`config.mk`:
```
export PLATFORM = sky130hd
export DESIGN_NAME = extremum_finder_parabolic
export DESIGN_NICKNAME = d
export VERILOG_FILES = /design/src/sv/efp_pkg.sv /design/src/sv/efp_regs.sv /design/src/sv/efp_ctrl.sv /design/src/sv/efp_dp.sv /design/src/sv/extremum_finder_parabolic.sv
export SDC_FILE = /design/constraint.sdc
export NUM_CORES = 2
export LEC_CHECK = 0
export BUFFER_PORTS_ARGS = -buffer_cell sky130_fd_sc_hd__buf_2
export CAP_MARGIN = 25
export CORE_AREA = 2 2 268 270
export CTS_BUF_LIST = sky130_fd_sc_hd__clkbuf_8
export DETAILED_ROUTE_END_ITERATION = 8
export DIE_AREA = 0 0 270 272
export GPL_ROUTABILITY_DRIVEN = 0
export PLACE_DENSITY = 0.94
export SYNTH_ARGS = -nofsm -noshare
export SYNTH_HDL_FRONTEND = slang
export SYNTH_SLANG_ARGS = --single-unit
```
`constraint.sdc`:
```
create_clock -name clock -period 21.3 [get_ports clock]
set_input_delay 3.195 -clock clock [delete_from_list [all_inputs] [get_ports clock]]
set_output_delay 3.195 -clock clock [all_outputs]
set_load 0.01 [all_outputs]
```
`src/sv/efp_pkg.sv`:
```
// Shared types and constants of the parabolic extremum finder.
// Used by every module of the block; depends on nothing else.

package efp_pkg;

   // Width of the sample period register and of the refinement quotient.
   localparam int PERIOD_BITS = 12;
   // Bits of the divider step counter (counts PERIOD_BITS - 1 down to 0).
   localparam int COUNT_BITS = 4;
   // Sample period after reset: five minutes.
   localparam logic [PERIOD_BITS-1:0] PERIOD_RESET = 12'd300;

   // Configuration port geometry: two registers at byte addresses 0 and 8.
   localparam int CSR_ADDR_BITS = 4;
   localparam int CSR_DATA_BITS = 64;
   localparam logic REG_QUERY_TIME = 1'b0;
   localparam logic REG_SAMPLE_PERIOD = 1'b1;

   // Extremum kinds.
   localparam logic KIND_LOW = 1'b0;
   localparam logic KIND_HIGH = 1'b1;

   // Role of one result in the four-result report.
   typedef enum logic [1:0] {
      ROLE_PREVIOUS  = 2'd0,
      ROLE_NEXT_LOW  = 2'd1,
      ROLE_NEXT_HIGH = 2'd2,
      ROLE_SUMMARY   = 2'd3
   } role_type;

   // Controller states.
   typedef enum logic [3:0] {
      ST_IDLE,
      ST_CLASSIFY,
      ST_MULT,
      ST_DIV_LOAD,
      ST_DIVIDE,
      ST_UPDATE,
      ST_EMIT_PREV,
      ST_EMIT_LOW,
      ST_EMIT_HIGH,
      ST_EMIT_SUM
   } state_type;

   // Commands from the controller to the datapath.
   typedef struct packed {
      logic     accept;
      logic     classify;
      logic     mult;
      logic     div_load;
      logic     div_step;
      logic     update;
      logic     run_clear;
      role_type role;
   } efp_cmd_type;

   // Status from the datapath to the controller.
   typedef struct packed {
      logic extremum;
      logic div_bypass;
      logic div_done;
      logic last;
   } efp_status_type;

endpackage

```
`src/sv/efp_regs.sv`:
```
// Configuration registers of the parabolic extremum finder behind an APB-style port.
// Depends on efp_pkg for the address map and reset values.

module efp_regs
   import efp_pkg::*;
#(
   parameter int TIME_BITS = 40
) (
   input  logic                     clock,
   input  logic                     reset,
   input  logic                     psel,
   input  logic                     penable,
   input  logic                     pwrite,
   input  logic [CSR_ADDR_BITS-1:0] paddr,
   input  logic [CSR_DATA_BITS-1:0] pwdata,
   output logic [CSR_DATA_BITS-1:0] prdata,
   output logic                     pready,
   output logic [TIME_BITS-1:0]     query_time,
   output logic [PERIOD_BITS-1:0]   sample_period
);

   logic [TIME_BITS-1:0]   query_ff, query_in;
   logic [PERIOD_BITS-1:0] period_ff, period_in;
   logic                   write_en;
   logic                   reg_sel;

   // Registers sit on 8-byte boundaries; bit 3 picks one of them.
   assign reg_sel  = paddr[3];
   assign write_en = psel && penable && pwrite;
   assign pready   = 1'b1;

   // Next values of the two registers.
   always_comb begin
      query_in  = query_ff;
      period_in = period_ff;
      if (write_en) begin
         unique case (reg_sel)
            REG_QUERY_TIME:    query_in  = pwdata[TIME_BITS-1:0];
            REG_SAMPLE_PERIOD: period_in = pwdata[PERIOD_BITS-1:0];
            default:           query_in  = query_ff;
         endcase
      end
   end

   always_ff @(posedge clock) begin
      if (reset) begin
         query_ff  <= '0;
         period_ff <= PERIOD_RESET;
      end else begin
         query_ff  <= query_in;
         period_ff <= period_in;
      end
   end

   // Read-back of the selected register.
   always_comb begin
      unique case (reg_sel)
         REG_QUERY_TIME:    prdata = CSR_DATA_BITS'(query_ff);
         REG_SAMPLE_PERIOD: prdata = CSR_DATA_BITS'(period_ff);
         default:           prdata = '0;
      endcase
   end

   assign query_time    = query_ff;
   assign sample_period = period_ff;

endmodule

```
`src/sv/efp_ctrl.sv`:
```
// Controller state machine of the parabolic extremum finder.
// Depends on efp_pkg for the state, command and status types.

module efp_ctrl
   import efp_pkg::*;
(
   input  logic           clock,
   input  logic           reset,
   input  logic           req_valid,
   output logic           req_stall,
   output logic           rsp_valid,
   input  logic           rsp_stall,
   input  efp_status_type status,
   output efp_cmd_type    cmd
);

   state_type state_ff, state_in;

   always_ff @(posedge clock) begin
      if (reset) begin
         state_ff <= ST_IDLE;
      end else begin
         state_ff <= state_in;
      end
   end

   // Next state.
   always_comb begin
      state_in = state_ff;
      unique case (state_ff)
         ST_IDLE:      if (req_valid) state_in = ST_CLASSIFY;
         ST_CLASSIFY:  state_in = status.extremum ? ST_MULT : ST_UPDATE;
         ST_MULT:      state_in = ST_DIV_LOAD;
         ST_DIV_LOAD:  state_in = status.div_bypass ? ST_UPDATE : ST_DIVIDE;
         ST_DIVIDE:    if (status.div_done) state_in = ST_UPDATE;
         ST_UPDATE:    state_in = status.last ? ST_EMIT_PREV : ST_IDLE;
         ST_EMIT_PREV: if (!rsp_stall) state_in = ST_EMIT_LOW;
         ST_EMIT_LOW:  if (!rsp_stall) state_in = ST_EMIT_HIGH;
         ST_EMIT_HIGH: if (!rsp_stall) state_in = ST_EMIT_SUM;
         ST_EMIT_SUM:  if (!rsp_stall) state_in = ST_IDLE;
         default:      state_in = ST_IDLE;
      endcase
   end

   // Commands and handshake outputs.
   always_comb begin
      cmd       = '0;
      cmd.role  = ROLE_PREVIOUS;
      req_stall = 1'b1;
      rsp_valid = 1'b0;
      unique case (state_ff)
         ST_IDLE: begin
            req_stall  = 1'b0;
            cmd.accept = req_valid;
         end
         ST_CLASSIFY: cmd.classify = 1'b1;
         ST_MULT:     cmd.mult     = 1'b1;
         ST_DIV_LOAD: cmd.div_load = 1'b1;
         ST_DIVIDE:   cmd.div_step = 1'b1;
         ST_UPDATE:   cmd.update   = 1'b1;
         ST_EMIT_PREV: begin
            rsp_valid = 1'b1;
            cmd.role  = ROLE_PREVIOUS;
         end
         ST_EMIT_LOW: begin
            rsp_valid = 1'b1;
            cmd.role  = ROLE_NEXT_LOW;
         end
         ST_EMIT_HIGH: begin
            rsp_valid = 1'b1;
            cmd.role  = ROLE_NEXT_HIGH;
         end
         ST_EMIT_SUM: begin
            rsp_valid     = 1'b1;
            cmd.role      = ROLE_SUMMARY;
            cmd.run_clear = !rsp_stall;
         end
         default: req_stall = 1'b1;
      endcase
   end

`ifndef SYNTH
   // A request is never taken while a result is on offer.
   assert property (@(posedge clock) disable iff (reset) !(rsp_valid && !req_stall))
      else $error("request taken while a result is pending");

   // A taken request always starts classification of the window.
   assert property (@(posedge clock) disable iff (reset)
      (!req_stall && req_valid) |=> (state_ff == ST_CLASSIFY))
      else $error("accepted request did not start processing");

   // Once the summary is taken the block returns to idle.
   assert property (@(posedge clock) disable iff (reset)
      (state_ff == ST_EMIT_SUM && !rsp_stall) |=> (state_ff == ST_IDLE && !rsp_valid))
      else $error("block did not return to idle after the summary");
`endif

endmodule

```
`src/sv/efp_dp.sv`:
```
// Datapath of the parabolic extremum finder: sample window, refinement divider,
// extremum slots and result formatting. Depends on efp_pkg.

module efp_dp
   import efp_pkg::*;
#(
   parameter int HEIGHT_BITS = 20,
   parameter int TIME_BITS   = 40
) (
   input  logic                          clock,
   input  logic                          reset,
   input  efp_cmd_type                   cmd,
   output efp_status_type                status,
   input  logic [TIME_BITS-1:0]          query_time,
   input  logic [PERIOD_BITS-1:0]        sample_period,
   input  logic [TIME_BITS-1:0]          req_sample_time,
   input  logic signed [HEIGHT_BITS-1:0] req_sample_height,
   input  logic                          req_last_sample,
   output logic [1:0]                    rsp_role,
   output logic                          rsp_extremum_kind,
   output logic [TIME_BITS-1:0]          rsp_extremum_time,
   output logic                          rsp_extremum_valid,
   output logic signed [HEIGHT_BITS-1:0] rsp_current_height,
   output logic                          rsp_rising,
   output logic                          rsp_all_valid,
   output logic                          rsp_last_result
);

   localparam int DIFF_W = HEIGHT_BITS + 1;
   localparam int CURV_W = HEIGHT_BITS + 2;
   localparam int AD_W   = HEIGHT_BITS + 3;
   localparam int AN_W   = PERIOD_BITS + HEIGHT_BITS + 1;
   localparam int REM_W  = AN_W + 1;
   localparam int DSH_W  = AD_W + PERIOD_BITS;

   // Incoming sample held during processing.
   logic [TIME_BITS-1:0]          new_t_ff;
   logic signed [HEIGHT_BITS-1:0] new_h_ff;
   logic                          last_ff;

   // Run state.
   logic signed [HEIGHT_BITS-1:0] older_h_ff, older_h_in;
   logic signed [HEIGHT_BITS-1:0] middle_h_ff, middle_h_in;
   logic [TIME_BITS-1:0]          middle_t_ff, middle_t_in;
   logic [1:0]                    fill_ff, fill_in;
   logic                          before_kind_ff, before_kind_in;
   logic [TIME_BITS-1:0]          before_time_ff, before_time_in;
   logic                          before_found_ff, before_found_in;
   logic [TIME_BITS-1:0]          low_time_ff, low_time_in;
   logic                          low_found_ff, low_found_in;
   logic [TIME_BITS-1:0]          high_time_ff, high_time_in;
   logic                          high_found_ff, high_found_in;
   logic signed [HEIGHT_BITS-1:0] early_h_ff, early_h_in;
   logic signed [HEIGHT_BITS-1:0] late_h_ff, late_h_in;
   logic signed [HEIGHT_BITS-1:0] query_h_ff, query_h_in;

   // Refinement working registers.
   logic                    ext_ff, kind_ff, neg_ff, curv_zero_ff, clamp_ff;
   logic [DIFF_W-1:0]       abs_diff_ff;
   logic [AD_W-1:0]         ad_ff;
   logic [AN_W-1:0]         an_ff;
   logic [REM_W-1:0]        rem_ff, rem_in;
   logic [DSH_W-1:0]        dsh_ff, dsh_in;
   logic [PERIOD_BITS-1:0]  q_ff, q_in;
   logic [COUNT_BITS-1:0]   cnt_ff, cnt_in;

   // Window classification signals.
   logic signed [CURV_W-1:0] p_c, m_c, n_c, curv;
   logic signed [DIFF_W-1:0] diff;
   logic [DIFF_W-1:0]        abs_diff;
   logic [CURV_W-1:0]        abs_curv;
   logic                     is_low, is_high, window_full, is_ext;

   logic [TIME_BITS-1:0] query_minus, query_plus, refined_time;
   logic                 div_ge, query_nonzero;
   logic                 prev_ok, low_ok, high_ok;

   // Classify the middle sample against its neighbours.
   always_comb begin
      p_c         = CURV_W'(older_h_ff);
      m_c         = CURV_W'(middle_h_ff);
      n_c         = CURV_W'(new_h_ff);
      curv        = p_c - (m_c <<< 1) + n_c;
      diff        = DIFF_W'(older_h_ff) - DIFF_W'(new_h_ff);
      abs_diff    = diff[DIFF_W-1] ? DIFF_W'(-diff) : DIFF_W'(diff);
      abs_curv    = curv[CURV_W-1] ? CURV_W'(-curv) : CURV_W'(curv);
      is_low      = (middle_h_ff <= older_h_ff) && (middle_h_ff < new_h_ff);
      is_high     = (middle_h_ff >= older_h_ff) && (middle_h_ff > new_h_ff);
      window_full = fill_ff[1];
      is_ext      = window_full && (is_low || is_high);
   end

   // Query-time neighbours, wrapping in the time width.
   assign query_minus = query_time - TIME_BITS'(sample_period);
   assign query_plus  = query_time + TIME_BITS'(sample_period);

   // Refined time of the middle sample.
   assign refined_time = neg_ff ? (middle_t_ff - TIME_BITS'(q_ff))
                                : (middle_t_ff + TIME_BITS'(q_ff));

   // Restoring divider step: one quotient bit a cycle.
   assign div_ge = (DSH_W'(rem_ff) >= dsh_ff);

   // Sample capture.
   always_ff @(posedge clock) begin
      if (cmd.accept) begin
         new_t_ff <= req_sample_time;
         new_h_ff <= req_sample_height;
         last_ff  <= req_last_sample;
      end
   end

   // Classification and multiplication registers.
   always_ff @(posedge clock) begin
      if (cmd.classify) begin
         ext_ff       <= is_ext;
         kind_ff      <= is_low ? KIND_LOW : KIND_HIGH;
         neg_ff       <= diff[DIFF_W-1] != curv[CURV_W-1];
         curv_zero_ff <= (curv == '0);
         abs_diff_ff  <= abs_diff;
         ad_ff        <= {abs_curv, 1'b0};
      end
      if (cmd.mult) begin
         an_ff    <= AN_W'(sample_period) * AN_W'(abs_diff_ff);
         clamp_ff <= (sample_period == '0) || (AD_W'(abs_diff_ff) >= ad_ff);
      end
   end

   // Divider next values.
   always_comb begin
      rem_in = rem_ff;
      dsh_in = dsh_ff;
      q_in   = q_ff;
      cnt_in = cnt_ff;
      if (cmd.div_load) begin
         cnt_in = COUNT_BITS'(PERIOD_BITS - 1);
         rem_in = REM_W'({an_ff, 1'b0}) + REM_W'(ad_ff);
         dsh_in = DSH_W'(ad_ff) << PERIOD_BITS;
         priority if (curv_zero_ff) begin
            q_in = '0;
         end else if (clamp_ff) begin
            q_in = sample_period;
         end else begin
            q_in = '0;
         end
      end else if (cmd.div_step) begin
         if (div_ge) begin
            rem_in = REM_W'(DSH_W'(rem_ff) - dsh_ff);
         end
         q_in   = {q_ff[PERIOD_BITS-2:0], div_ge};
         dsh_in = dsh_ff >> 1;
         cnt_in = cnt_ff - COUNT_BITS'(1);
      end
   end

   always_ff @(posedge clock) begin
      rem_ff <= rem_in;
      dsh_ff <= dsh_in;
      q_ff   <= q_in;
      cnt_ff <= cnt_in;
   end

   // Run state next values.
   always_comb begin
      older_h_in      = older_h_ff;
      middle_h_in     = middle_h_ff;
      middle_t_in     = middle_t_ff;
      fill_in         = fill_ff;
      before_kind_in  = before_kind_ff;
      before_time_in  = before_time_ff;
      before_found_in = before_found_ff;
      low_time_in     = low_time_ff;
      low_found_in    = low_found_ff;
      high_time_in    = high_time_ff;
      high_found_in   = high_found_ff;
      early_h_in      = early_h_ff;
      late_h_in       = late_h_ff;
      query_h_in      = query_h_ff;

      if (cmd.run_clear) begin
         older_h_in      = '0;
         middle_h_in     = '0;
         middle_t_in     = '0;
         fill_in         = '0;
         before_kind_in  = KIND_LOW;
         before_time_in  = '0;
         before_found_in = 1'b0;
         low_time_in     = '0;
         low_found_in    = 1'b0;
         high_time_in    = '0;
         high_found_in   = 1'b0;
         early_h_in      = '0;
         late_h_in       = '0;
         query_h_in      = '0;
      end

      // Heights seen at the query time and one period either side.
      if (cmd.accept) begin
         if (req_sample_time == query_time) query_h_in = req_sample_height;
         if (req_sample_time == query_minus) early_h_in = req_sample_height;
         if (req_sample_time == query_plus) late_h_in = req_sample_height;
      end

      // File the refined extremum and slide the window.
      if (cmd.update) begin
         if (ext_ff) begin
            priority if (refined_time <= query_time) begin
               if (!before_found_ff || (refined_time > before_time_ff)) begin
                  before_found_in = 1'b1;
                  before_time_in  = refined_time;
                  before_kind_in  = kind_ff;
               end
            end else if (kind_ff == KIND_LOW && !low_found_ff) begin
               low_found_in = 1'b1;
               low_time_in  = refined_time;
            end else if (kind_ff == KIND_HIGH && !high_found_ff) begin
               high_found_in = 1'b1;
               high_time_in  = refined_time;
            end else begin
               low_found_in = low_found_ff;
            end
         end
         older_h_in  = middle_h_ff;
         middle_h_in = new_h_ff;
         middle_t_in = new_t_ff;
         if (!fill_ff[1]) fill_in = fill_ff + 2'd1;
      end
   end

   always_ff @(posedge clock) begin
      if (reset) begin
         older_h_ff      <= '0;
         middle_h_ff     <= '0;
         middle_t_ff     <= '0;
         fill_ff         <= '0;
         before_kind_ff  <= KIND_LOW;
         before_time_ff  <= '0;
         before_found_ff <= 1'b0;
         low_time_ff     <= '0;
         low_found_ff    <= 1'b0;
         high_time_ff    <= '0;
         high_found_ff   <= 1'b0;
         early_h_ff      <= '0;
         late_h_ff       <= '0;
         query_h_ff      <= '0;
      end else begin
         older_h_ff      <= older_h_in;
         middle_h_ff     <= middle_h_in;
         middle_t_ff     <= middle_t_in;
         fill_ff         <= fill_in;
         before_kind_ff  <= before_kind_in;
         before_time_ff  <= before_time_in;
         before_found_ff <= before_found_in;
         low_time_ff     <= low_time_in;
         low_found_ff    <= low_found_in;
         high_time_ff    <= high_time_in;
         high_found_ff   <= high_found_in;
         early_h_ff      <= early_h_in;
         late_h_ff       <= late_h_in;
         query_h_ff      <= query_h_in;
      end
   end

   // Status towards the controller.
   always_comb begin
      status.extremum   = is_ext;
      status.div_bypass = curv_zero_ff || clamp_ff;
      status.div_done   = (cnt_ff == '0);
      status.last       = last_ff;
   end

   // Result formatting from the stored slots.
   assign query_nonzero = (query_time != '0);
   assign prev_ok       = query_nonzero && before_found_ff;
   assign low_ok        = query_nonzero && low_found_ff;
   assign high_ok       = query_nonzero && high_found_ff;

   always_comb begin
      rsp_role           = cmd.role;
      rsp_extremum_kind  = KIND_LOW;
      rsp_extremum_time  = '0;
      rsp_extremum_valid = 1'b0;
      rsp_current_height = '0;
      rsp_rising         = 1'b0;
      rsp_all_valid      = 1'b0;
      rsp_last_result    = 1'b0;
      unique case (cmd.role)
         ROLE_PREVIOUS: begin
            rsp_extremum_kind  = prev_ok ? before_kind_ff : KIND_LOW;
            rsp_extremum_time  = prev_ok ? before_time_ff : '0;
            rsp_extremum_valid = prev_ok;
         end
         ROLE_NEXT_LOW: begin
            rsp_extremum_kind  = KIND_LOW;
            rsp_extremum_time  = low_ok ? low_time_ff : '0;
            rsp_extremum_valid = low_ok;
         end
         ROLE_NEXT_HIGH: begin
            rsp_extremum_kind  = KIND_HIGH;
            rsp_extremum_time  = high_ok ? high_time_ff : '0;
            rsp_extremum_valid = high_ok;
         end
         ROLE_SUMMARY: begin
            rsp_current_height = query_nonzero ? query_h_ff : '0;
            rsp_rising         = query_nonzero && (late_h_ff > early_h_ff);
            rsp_all_valid      = prev_ok && low_ok && high_ok;
            rsp_last_result    = 1'b1;
         end
         default: rsp_last_result = 1'b0;
      endcase
   end

`ifndef SYNTH
   // The refinement offset never exceeds one sample period.
   assert property (@(posedge clock) disable iff (reset)
      (cmd.update && ext_ff) |-> (q_ff <= sample_period))
      else $error("refinement offset exceeds one period");

   // Clearing the run empties the window and every slot.
   assert property (@(posedge clock) disable iff (reset)
      cmd.run_clear |=> (fill_ff == '0 && !before_found_ff && !low_found_ff && !high_found_ff))
      else $error("run state not cleared after the summary");
`endif

endmodule

```
`src/sv/extremum_finder_parabolic.sv`:
```
// Top level of the parabolic extremum finder.
// Instantiates efp_regs, efp_ctrl and efp_dp; depends on efp_pkg.
//
// Usage: height samples arrive one request at a time on the req_ channel
// (valid/stall). Each request slides a three-sample window; when the middle
// sample is a low or a high its time is refined by the parabola vertex and
// filed as the previous extremum (at or before query_time) or as the first
// next low or next high. The request marked last_sample is followed by four
// results on the rsp_ channel: previous, next low, next high and a summary.
// A request is classified, then updates the window; one refining an extremum
// also passes through the multiplication, divider load and 12-step restoring
// divider, skipped if the offset is clamped or zero. No request is taken before
// the last is through; the first result is offered once the last request has
// updated the window. The four results follow one per cycle when the receiver
// does not stall; while rsp_stall is high the current result is held and no
// request is taken. The query time and sample period are to be written through
// the APB-style port only while idle, which the block does not enforce. Reset
// clears the run state, sets query_time to 0 and sample_period to 300 seconds.

module extremum_finder_parabolic
   import efp_pkg::*;
#(
   parameter int HEIGHT_BITS = 20,
   parameter int TIME_BITS   = 40
) (
   input  logic                          clock,
   input  logic                          reset,
   // Request channel.
   input  logic                          req_valid,
   output logic                          req_stall,
   input  logic [TIME_BITS-1:0]          req_sample_time,
   input  logic signed [HEIGHT_BITS-1:0] req_sample_height,
   input  logic                          req_last_sample,
   // Result channel.
   output logic                          rsp_valid,
   input  logic                          rsp_stall,
   output logic [1:0]                    rsp_role,
   output logic                          rsp_extremum_kind,
   output logic [TIME_BITS-1:0]          rsp_extremum_time,
   output logic                          rsp_extremum_valid,
   output logic signed [HEIGHT_BITS-1:0] rsp_current_height,
   output logic                          rsp_rising,
   output logic                          rsp_all_valid,
   output logic                          rsp_last_result,
   // Configuration port.
   input  logic                          psel,
   input  logic                          penable,
   input  logic                          pwrite,
   input  logic [CSR_ADDR_BITS-1:0]      paddr,
   input  logic [CSR_DATA_BITS-1:0]      pwdata,
   output logic [CSR_DATA_BITS-1:0]      prdata,
   output logic                          pready
);

   logic [TIME_BITS-1:0]   query_time;
   logic [PERIOD_BITS-1:0] sample_period;
   efp_cmd_type            cmd;
   efp_status_type         status;

   // Configuration registers.
   efp_regs #(
      .TIME_BITS(TIME_BITS)
   ) u_regs (
      .clock         (clock),
      .reset         (reset),
      .psel          (psel),
      .penable       (penable),
      .pwrite        (pwrite),
      .paddr         (paddr),
      .pwdata        (pwdata),
      .prdata        (prdata),
      .pready        (pready),
      .query_time    (query_time),
      .sample_period (sample_period)
   );

   // Sequencing of one request and of the result report.
   efp_ctrl u_ctrl (
      .clock     (clock),
      .reset     (reset),
      .req_valid (req_valid),
      .req_stall (req_stall),
      .rsp_valid (rsp_valid),
      .rsp_stall (rsp_stall),
      .status    (status),
      .cmd       (cmd)
   );

   // Window, refinement and slots.
   efp_dp #(
      .HEIGHT_BITS(HEIGHT_BITS),
      .TIME_BITS  (TIME_BITS)
   ) u_dp (
      .clock              (clock),
      .reset              (reset),
      .cmd                (cmd),
      .status             (status),
      .query_time         (query_time),
      .sample_period      (sample_period),
      .req_sample_time    (req_sample_time),
      .req_sample_height  (req_sample_height),
      .req_last_sample    (req_last_sample),
      .rsp_role           (rsp_role),
      .rsp_extremum_kind  (rsp_extremum_kind),
      .rsp_extremum_time  (rsp_extremum_time),
      .rsp_extremum_valid (rsp_extremum_valid),
      .rsp_current_height (rsp_current_height),
      .rsp_rising         (rsp_rising),
      .rsp_all_valid      (rsp_all_valid),
      .rsp_last_result    (rsp_last_result)
   );

endmodule

```
==> metrics.yaml <==
run_status:
  status: "complete, but fails checks"
  violations: "design-rule violations"
routing:
  routed_via_density: 6.705
  vias: 43900
  first_pass_iters: 9
  wire_per_inst_um: 22.53
  totalWireLength_um: 147500
  drc_errors: 107
  ant_nets: 0
  drt_iter0_drc: 7539
floorplan:
  fp.dieW_um: 270
  coreArea_mm2: 0.07075
  die_area_mm2: 0.07344
  initial_core_util_pct: 64.42
  dieHeight_um: 272
  ioPinCount: 270
  rows: 98
yosys:
  synth_area_mm2: 0.04558
  async_reset_ff_share_pct: 0
  synth-edff-count: 210
  synth_ff_type: "dfxtp_1"
  synth-seq-cells: 548
  synth_top_area_share_pct: 14.85
  synth_area_leaders: "dfxtp_1 15%, edfxtp_1 14%, ha_1 11%"
  ys_warn_count: 0
  synth_most_common_cell: "inv_1"
  synth_area_leader_cell: "dfxtp_1"
  synth_cell_types: 106
  yosysSeqAreaShare_pct: 28.68
  netlist_top_cells_count: "593 x inv_1, 592 x nand2_1, 449 x a21oi_1"
  syn_inst: 5431
  avgSynthCellArea_um2: 8.393
clock_network:
  clk_path_buf_depth: 3
  post-cts-setup-buffers: 0
  cts_resized: 0
  cts_num_sinks: 548
  clockRootBuffer: "clkbuf_8"
  cts_buffers: 96
  h-tree-depth: 3
  cts_tree: "yes"
  clk_latency_ps: 770
  cts_hold_buffers: 0
  clkTransAtPathRegs_ps: 70
layout:
  area_growth_pct: 7.944
  drive_above_1_share_pct: 9.058
  fin_nets: 6252
  fill_cells: 4833
setup_path:
  path_max_fanout: 42
  required_ps: 21960
  crit_arrival_ps: 10120
  start_kind: "flop"
  critPathKind: "flop to flop"
  cp-end-kind: "flop"
timing:
  period_minus_slack_ps: 9460
  slew_viol_final: 0
  slew_headroom_pct: 19.54
  setup_ws_ps: 11840
  fmax_mhz: 105.7
  worst_slew_pin_slew_ps: 1173
  setup_viol: 0
  period_share_pct: 44.41
  rsz0062_at_grt: "no"
  hold_viol_final: 0
  skew_ps: 71.86
  tns_ps: 0
run:
  drv_cap: 0
place:
  hpwl_um: 102700
  portBuffers: 217
  pre_cts_ws_ps: 12350
global_route:
  overflow: 0
  grt_pass1_vias: 42860
  grt_use_total_pct: 38.57
  antenna_found_initial: 14
  grt_max_degree: 131
  grt_pass1_wl_um: 227000
power:
  p_leak_nw: 21.76
  power_density_mw_per_mm2: 131.3
  ir_drop_mv: 0.1442
min_path:
  hold_class: "flop to flop"
==> metal layers <==
| layer | GRT usage (%) | share of wire [%] |
|---|---|---|
| met1 | 45.25 | 34 |
| met2 | 59.54 | 43 |
| met3 | 13.69 | 15 |
| met4 | 25.98 | 8.4 |
| met5 | 0.7702 | 0.090 |
==> stage by stage <==
| stage | total power [mW] | cells | instance area, um^2 | utilization [%] | hold WS [ps] |
|---|---|---|---|---|---|
| after floorplan | 4.249 | 5454 | 45670 | - | 440.6 |
| after global placement | 4.921 | 6347 | 47000 | 66.43 | 450.5 |
| after detailed placement | 5.169 | 6349 | 47050 | 66.51 | 457.7 |
| after CTS | 6.278 | 6530 | 49070 | 69.35 | 465.8 |
| after global routing | 6.819 | 6542 | 49190 | 69.52 | 482.0 |
| final | 6.461 | 6547 | 49200 | 69.54 | 468.2 |
==> cell usage in the layout, fill, tap and decap left out, types with 66 or more instances in the layout <==
cell        n
o21ai_0   148
clkbuf_8  119
and2_1     83
xor2_1    113
nor2b_1    66
nor2_1    365
fa_1      216
dfxtp_1   338
a21oi_1   449
nand4_1    92
inv_1     629
nand3_1   286
o21a_1     68
edfxtp_1  210
a21o_1    127
xnor2_1   171
nand2_1   591
ha_1      397
buf_2     216
==> flip-flops by register name, summed over array words and instances (netlist names), 21 cells and up <==
register and cells:
u_dp.high_time_ff 40, u_dp.ad_ff 21, u_dp.an_ff 33, u_dp.before_time_ff 40, u_dp.low_time_ff 40, u_dp.middle_t_ff 40
u_dp.new_t_ff 40, u_regs.query_time 40, u_dp.abs_diff_ff 21, u_dp.rem_ff 34, u_dp.dsh_ff 35
==> where the power goes <==
group          switching (mW)  internal, mW  total [mW]  leakage [nW]
clock                   0.487         0.544        1.03          1.16
combinational            2.35          1.54        3.90          15.9
sequential              0.158          1.38        1.53          4.69
==> worst paths after layout <==
| path | from | to | slack [ps] | depth (start not counted) |
|---|---|---|---|---|
| worst max-delay path | u_dp.q_ff[4] | u_dp.before_time_ff[35] | 11840 | 27 |
| worst min-delay path | u_dp.low_time_ff[30] | u_dp.low_time_ff[30] | 470 | 2 |
| worst max register to register | u_dp.q_ff[4] | u_dp.before_time_ff[35] | 11840 | 27 |
| worst min register to register | u_dp.low_time_ff[30] | u_dp.low_time_ff[30] | 470 | 2 |
==> cell type report <==
type	count	area, um^2	share of cell area, %
clock buffers	119	1638	3.329
repair buffers	266	1565	3.181
multi-input cells	3994	29090	59.13
clock inverters	62	375.4	0.7629
flip-flops and latches	548	13070	26.57
diodes	11	27.53	0.05595
well taps	950	1189	2.416
inverters	597	2242	4.557
==> cells by family after synthesis <==
family | synth area share [%]
compound gates | 17.22
xor+xnor | 5.512
fa+ha+maj | 20.38
buf+inv | 7.906
flops | 28.68
mux | 1.178
other cells | 0.01648
simple gates | 19.11
==> critical path: stages (launching register included) <==
cell and delay [ps]:
edfxtp_1 450, nor3_1 370, nand2_1 130, nor4b_1 290
buf_4 220, nor3b_1 240, ha_1 280, mux2i_1 130
ha_1 200, nand3_1 130, nor2_1 190, o21ai_0 180
a21oi_1 510, o211ai_1 290, o31a_1 380, o31ai_1 760
xor2_1 230, ha_1 370, nand4_1 200, nor4_1 730
nand4b_1 380, nand3_1 180, o21ai_0 330, or2_1 400
or4b_2 930, buf_4 380, or2_2 330, a21oi_1 150
No activity file was read; power rests on OpenSTA's default activity.
